## config.mk

```make
export PLATFORM = sky130hd
export DESIGN_NAME = lavb_front
export DESIGN_NICKNAME = d
export VERILOG_FILES = /design/src/lavb_pkg.sv /design/src/lavb_front.sv
export SDC_FILE = /design/constraint.sdc
export NUM_CORES = 1
export LEC_CHECK = 0
export CAP_MARGIN = 20
export CORE_AREA = 2 2 224 226
export CTS_BUF_LIST = sky130_fd_sc_hd__clkbuf_4
export CTS_CLUSTER_SIZE = 24
export DETAILED_ROUTE_END_ITERATION = 16
export DIE_AREA = 0 0 226 228
export DONT_BUFFER_PORTS = 1
export GPL_TIMING_DRIVEN = 1
export MAX_ROUTING_LAYER = met4
export PLACE_DENSITY_LB_ADDON = 0.12
export REMOVE_ABC_BUFFERS = 1
export SKIP_CTS_REPAIR_TIMING = 1
export SLEW_MARGIN = 10
export SYNTH_ARGS = -nofsm -noshare
export SYNTH_HDL_FRONTEND = slang
export SYNTH_SLANG_ARGS = --single-unit
export TNS_END_PERCENT = 100
```

## constraint.sdc

```tcl
create_clock -name clock -period 16 [get_ports clock]
set_input_delay 0.8 -clock clock [delete_from_list [all_inputs] [get_ports clock]]
set_output_delay 0.8 -clock clock [all_outputs]
set_load 0.005 [all_outputs]
```

## src/lavb_pkg.sv

```systemverilog
package lavb_pkg;

   localparam int COORD_W     = 32;                  // Q16.16 coordinate
   localparam int UNIT_W      = 18;                  // Q1.16 unit component
   localparam int Q_W         = 17;                  // quotient magnitude bits
   localparam int A_W         = 30;                  // normalized magnitude bits
   localparam int SQRT_STEPS  = 31;                  // one root bit per stage
   localparam int DIV_STEPS   = Q_W;                 // one quotient bit per stage
   localparam int NORM_LAT    = 6 + SQRT_STEPS + 1 + DIV_STEPS + 1;
   localparam int CROSS_LAT   = 2;
   localparam int TOTAL_LAT   = 3 * NORM_LAT + 2 * CROSS_LAT;
   localparam int BACK_W      = COORD_W + 1;         // eye minus target
   localparam int SIDE_W      = COORD_W + UNIT_W + 1;
   localparam int UPW_W       = 2 * UNIT_W + 1;
   localparam int QUEUE_DEPTH = 2;
   localparam int REQ_W       = 9 * COORD_W;
   localparam int RSP_W       = 264;

   typedef struct packed {
      logic [2:0][BACK_W-1:0]  back_raw;
      logic [2:0][COORD_W-1:0] up;
      logic [2:0][COORD_W-1:0] shift;
   } work_type;

   typedef struct packed {
      logic [2:0][UNIT_W-1:0]  side;
      logic [2:0][UNIT_W-1:0]  upward;
      logic [2:0][UNIT_W-1:0]  back;
      logic [2:0][COORD_W-1:0] shift;
   } result_type;

endpackage

```

## src/lavb_front.sv

```systemverilog
module lavb_front import lavb_pkg::*; (
   input  logic             clock,
   input  logic             reset,
   input  logic             req_tvalid,
   output logic             req_tready,
   input  logic [REQ_W-1:0] req_tdata,
   input  logic             pop,
   output logic             head_valid,
   output work_type         head
);

   localparam logic [1:0] FULL = 2'(QUEUE_DEPTH);

   work_type   q_ff [QUEUE_DEPTH];
   logic       wr_ptr_ff, rd_ptr_ff;
   logic [1:0] cnt_ff, cnt_in;
   work_type   entry_in;
   logic       push, do_pop;

   // form eye minus target and the saturated negated eye
   always_comb begin
      logic [COORD_W-1:0] eye, tgt;
      for (int i = 0; i < 3; i++) begin
         eye = req_tdata[i*COORD_W +: COORD_W];
         tgt = req_tdata[(3+i)*COORD_W +: COORD_W];
         entry_in.up[i]       = req_tdata[(6+i)*COORD_W +: COORD_W];
         entry_in.back_raw[i] = {eye[COORD_W-1], eye} - {tgt[COORD_W-1], tgt};
         entry_in.shift[i]    = (eye == {1'b1, {(COORD_W-1){1'b0}}}) ?
                                {1'b0, {(COORD_W-1){1'b1}}} : COORD_W'(0) - eye;
      end
   end

   assign req_tready = (cnt_ff != FULL);
   assign head_valid = (cnt_ff != 2'd0);
   assign head       = q_ff[rd_ptr_ff];
   assign push       = req_tvalid & req_tready;
   assign do_pop     = pop & head_valid;

   always_comb begin
      cnt_in = cnt_ff;
      if (push && !do_pop) begin
         cnt_in = cnt_ff + 2'd1;
      end else if (do_pop && !push) begin
         cnt_in = cnt_ff - 2'd1;
      end
   end

   always_ff @(posedge clock) begin
      if (reset) begin
         cnt_ff    <= 2'd0;
         wr_ptr_ff <= 1'b0;
         rd_ptr_ff <= 1'b0;
      end else begin
         cnt_ff <= cnt_in;
         if (push) begin
            wr_ptr_ff <= ~wr_ptr_ff;
         end
         if (do_pop) begin
            rd_ptr_ff <= ~rd_ptr_ff;
         end
      end
   end

   always_ff @(posedge clock) begin
      if (push) begin
         q_ff[wr_ptr_ff] <= entry_in;
      end
   end

endmodule

```

==> impl_metrics.xml <==
<?xml version="1.0" encoding="UTF-8"?>
<metrics>
  <group name="timing">
    <metric name="final-max-slew-violation-count" unit="">0</metric>
    <metric name="min_period_over_period" unit="">0.279</metric>
    <metric name="rsz0062_at_grt" unit="">false</metric>
    <metric name="finalCriticalPeriod" unit="ns">4.47</metric>
    <metric name="slew-limit-headroom" unit="">0.178</metric>
    <metric name="final_hold_viol_count" unit="">0</metric>
    <metric name="finClkSkew" unit="ns">0.0583</metric>
    <metric name="fmaxAchievable" unit="MHz">224</metric>
    <metric name="final_setup_violations" unit="">0</metric>
    <metric name="actual_transition_at_the_worst_max_transition_pin" unit="ns">1.23</metric>
    <metric name="setup_tns" unit="ns">0</metric>
  </group>
  <group name="setup_path">
    <metric name="worstSetupStartpointType" unit="">register</metric>
    <metric name="r2r_cells" unit="">4</metric>
    <metric name="setup.worst_path.class" unit="">register to output port</metric>
    <metric name="worst_r2r_startpoint" unit="">cnt_ff[0]</metric>
    <metric name="r2r_setup_slack" unit="ns">12.87</metric>
    <metric name="r2r-end" unit="">q_ff[1][185]</metric>
    <metric name="arrival" unit="ns">3.67</metric>
    <metric name="cp_data_required_time" unit="ns">15.20</metric>
    <metric name="critPathMaxFanout" unit="">72</metric>
    <metric name="cp-end-kind" unit="">output port</metric>
  </group>
  <group name="job">
    <metric name="drv.max_cap_violation_count" unit="">0</metric>
  </group>
  <group name="floorplanning">
    <metric name="chipHeight" unit="um">228</metric>
    <metric name="design.die.area" unit="mm^2">0.0515</metric>
    <metric name="area_inside_the_core_boundary" unit="mm^2">0.0493</metric>
    <metric name="width_of_the_die" unit="um">226</metric>
    <metric name="top_level_ports" unit="">585</metric>
    <metric name="start_util" unit="">0.571</metric>
    <metric name="rows" unit="">82</metric>
  </group>
  <group name="min_path">
    <metric name="worstHoldPathCells" unit="">2</metric>
    <metric name="min_delay_worst_endpoint" unit="">q_ff[1][47]</metric>
    <metric name="path_type_of_the_worst_min_delay_path" unit="">input port to register</metric>
    <metric name="hold_path.startpoint" unit="">req_tdata[47]</metric>
  </group>
  <group name="pwr">
    <metric name="static-leakage-power" unit="nW">12.0</metric>
    <metric name="power_density" unit="mW/mm^2">137</metric>
    <metric name="pwr_total" unit="mW">4.43</metric>
    <metric name="ir_drop" unit="uV">101</metric>
  </group>
  <group name="clocking">
    <metric name="clock_sinks" unit="">587</metric>
    <metric name="clock_latency" unit="ns">1.00</metric>
    <metric name="cts_inserted_buffers" unit="">153</metric>
    <metric name="longest_clk_path_bufs" unit="">3</metric>
    <metric name="clkSlewWorstSetupHoldPaths" unit="ns">0.06</metric>
    <metric name="htree_levels" unit="">4</metric>
    <metric name="tritoncts" unit="">done</metric>
    <metric name="ctsRootBufferMaster" unit="">clkbuf_4</metric>
  </group>
  <group name="yosys">
    <metric name="post-synth-top-count-cell" unit="">edfxtp_1</metric>
    <metric name="number_of_instances_in_the_synthesized_netlist" unit="">2031</metric>
    <metric name="avgSynthCellArea" unit="um^2">13.9</metric>
    <metric name="post_synth_main_area_contributors" unit="">edfxtp_1 62%, mux2_2 12%, ha_1 4.4%</metric>
    <metric name="yosysSeqAreaShare" unit="">0.624</metric>
    <metric name="synth_area_leader_cell" unit="">edfxtp_1</metric>
    <metric name="synth-main-ff-cell" unit="">edfxtp_1</metric>
    <metric name="yosys_register_bits" unit="">587</metric>
    <metric name="netlist-cell-type-count" unit="">66</metric>
    <metric name="synthesis.area" unit="mm^2">0.0282</metric>
    <metric name="number_of_flops_mapped_to_enable_cells_by_yosys" unit="">582</metric>
    <metric name="netlist_top_cells_count" unit="">582 x edfxtp_1, 291 x mux2_2, 145 x nand2_1</metric>
    <metric name="yosys_warnings" unit="">0</metric>
    <metric name="synth-async-reset-ratio" unit="">0</metric>
    <metric name="yosysTopAreaCellShare" unit="">0.621</metric>
  </group>
  <group name="placement">
    <metric name="number_of_instances_in_the_placed_design" unit="">2650</metric>
    <metric name="final_gp_congestion" unit="">0.930</metric>
    <metric name="dpl.hpwl" unit="mm">48.4</metric>
    <metric name="io_buffer_count" unit="">0</metric>
    <metric name="placed_cell_area" unit="mm^2">0.0289</metric>
  </group>
  <group name="finish">
    <metric name="fin_util" unit="">0.657</metric>
    <metric name="final_nets" unit="">2686</metric>
    <metric name="final_cell_count_no_fill" unit="">3079</metric>
    <metric name="final_area" unit="mm^2">0.0324</metric>
    <metric name="fillers" unit="">3634</metric>
    <metric name="syn_to_final_growth" unit="%">15.1</metric>
    <metric name="drive_above_1_share" unit="">0.235</metric>
  </group>
  <group name="global_route">
    <metric name="grt_first_pass_wirelength" unit="mm">100</metric>
    <metric name="grt_usage" unit="">0.268</metric>
    <metric name="grt_start_max_net_pins" unit="">157</metric>
    <metric name="grt_antenna_before_repair" unit="">8</metric>
    <metric name="grt.overflow.total" unit="">0</metric>
    <metric name="via_count_of_the_first_global_routing_pass" unit="">17300</metric>
  </group>
  <group name="route">
    <metric name="initialDrtViolationCount" unit="">1173</metric>
    <metric name="vias" unit="">17900</metric>
    <metric name="post-route-drc-count" unit="">0</metric>
    <metric name="detail-route-antenna-nets" unit="">0</metric>
    <metric name="detailedRoute.firstPassIterationCount" unit="">6</metric>
    <metric name="routed_via_density" unit="">5.80</metric>
    <metric name="detail_route.wl_per_cell" unit="um">23.2</metric>
    <metric name="wirelength" unit="mm">71.5</metric>
  </group>
  <group name="run_status">
    <metric name="status" unit="">complete, no violations</metric>
  </group>
</metrics>
[cells in the final DEF (no fill, tap or decap), types with 14 or more instances in the layout]
cell	count
edfxtp_1	582
a21oi_1	94
mux2_2	291
a21o_1	43
ha_1	100
nand2_1	145
inv_1	123
o21a_1	14
a31oi_1	18
nor2b_1	14
clkinv_1	21
nand3_1	18
nor3_1	46
nor2_1	74
dlygate4sd3_1	157
nand2b_1	19
o21ai_0	49
clkbuf_4	222
xnor2_1	69
nor4_1	19
xor2_1	85
[flip-flops by register name (all words and copies together) (netlist names), named ones only]
signal	flops
rd_ptr_ff	1
cnt_ff	2
wr_ptr_ff	1
q_ff	582
[area by class of cell]
type	instances	area, um^2	area share
flip-flops and latches	587	17600	0.542
multi-input cells	1258	9890	0.305
repair buffers	168	1700	0.0524
clock buffers	222	1670	0.0514
well taps	672	841	0.0259
inverters	123	462	0.0142
clock inverters	38	239	0.00737
diodes	11	27.5	0.000849
[worst max path at each step]
stage | slack, ns | cells after the start | to | startpoint
3_5_place_dp | 11.87 | 7 | q_ff[0][61] | req_tdata[38]
4_1_cts | 11.25 | 3 | head[33] | register
6_report | 11.53 | 4 | head[46] | register
3_3_place_gp | 11.90 | 7 | q_ff[0][61] | req_tdata[38]
5_1_grt | 11.31 | 4 | head[46] | register
2_1_floorplan | 2.12 | 2 | q_ff[0][0] | req_tvalid
[worst max-delay path: stages, from the launching register on]
cell	delay, ns
dfxtp_4	0.40
buf_4	0.79
buf_4	0.58
buf_16	0.34
mux2_2	0.44
[cell families after synthesis]
kind of cell | Yosys count | synth area share
AOI/OAI and AO/OA | 293 | 0.0655
xor gates and xnor gates | 154 | 0.0479
adders and majority gates | 103 | 0.0466
buffers and inverters | 186 | 0.0251
DFF | 587 | 0.624
muxes | 300 | 0.120
and+or+nand+nor | 408 | 0.0713
[routing by layer]
layer  track usage  vias up  part of all wire
li1              -     8233                 -
met1         0.299     8813              0.38
met2         0.425      682              0.50
met3         0.114      129             0.092
met4         0.106        0             0.029
met5             -        -                 0
[where the power goes]
group	switching, mW	total [mW]	internal [mW]
combinational	0.660	1.08	0.423
clock	0.606	1.28	0.669
sequential	0.0540	2.07	2.02
total	1.32	4.43	3.11
[per-stage QoR]
| stage | worst slack, ns | hold slack [ns] |
|---|---|---|
| final | 11.53 | 0.0555 |
| after global routing | 11.31 | 0.00345 |
| after CTS | 11.25 | -0.242 |
| after detailed placement | 11.87 | 0.499 |
| after global placement | 11.90 | 0.471 |
| after floorplan | 2.12 | 0.461 |
(Power assumes the default switching activity.)
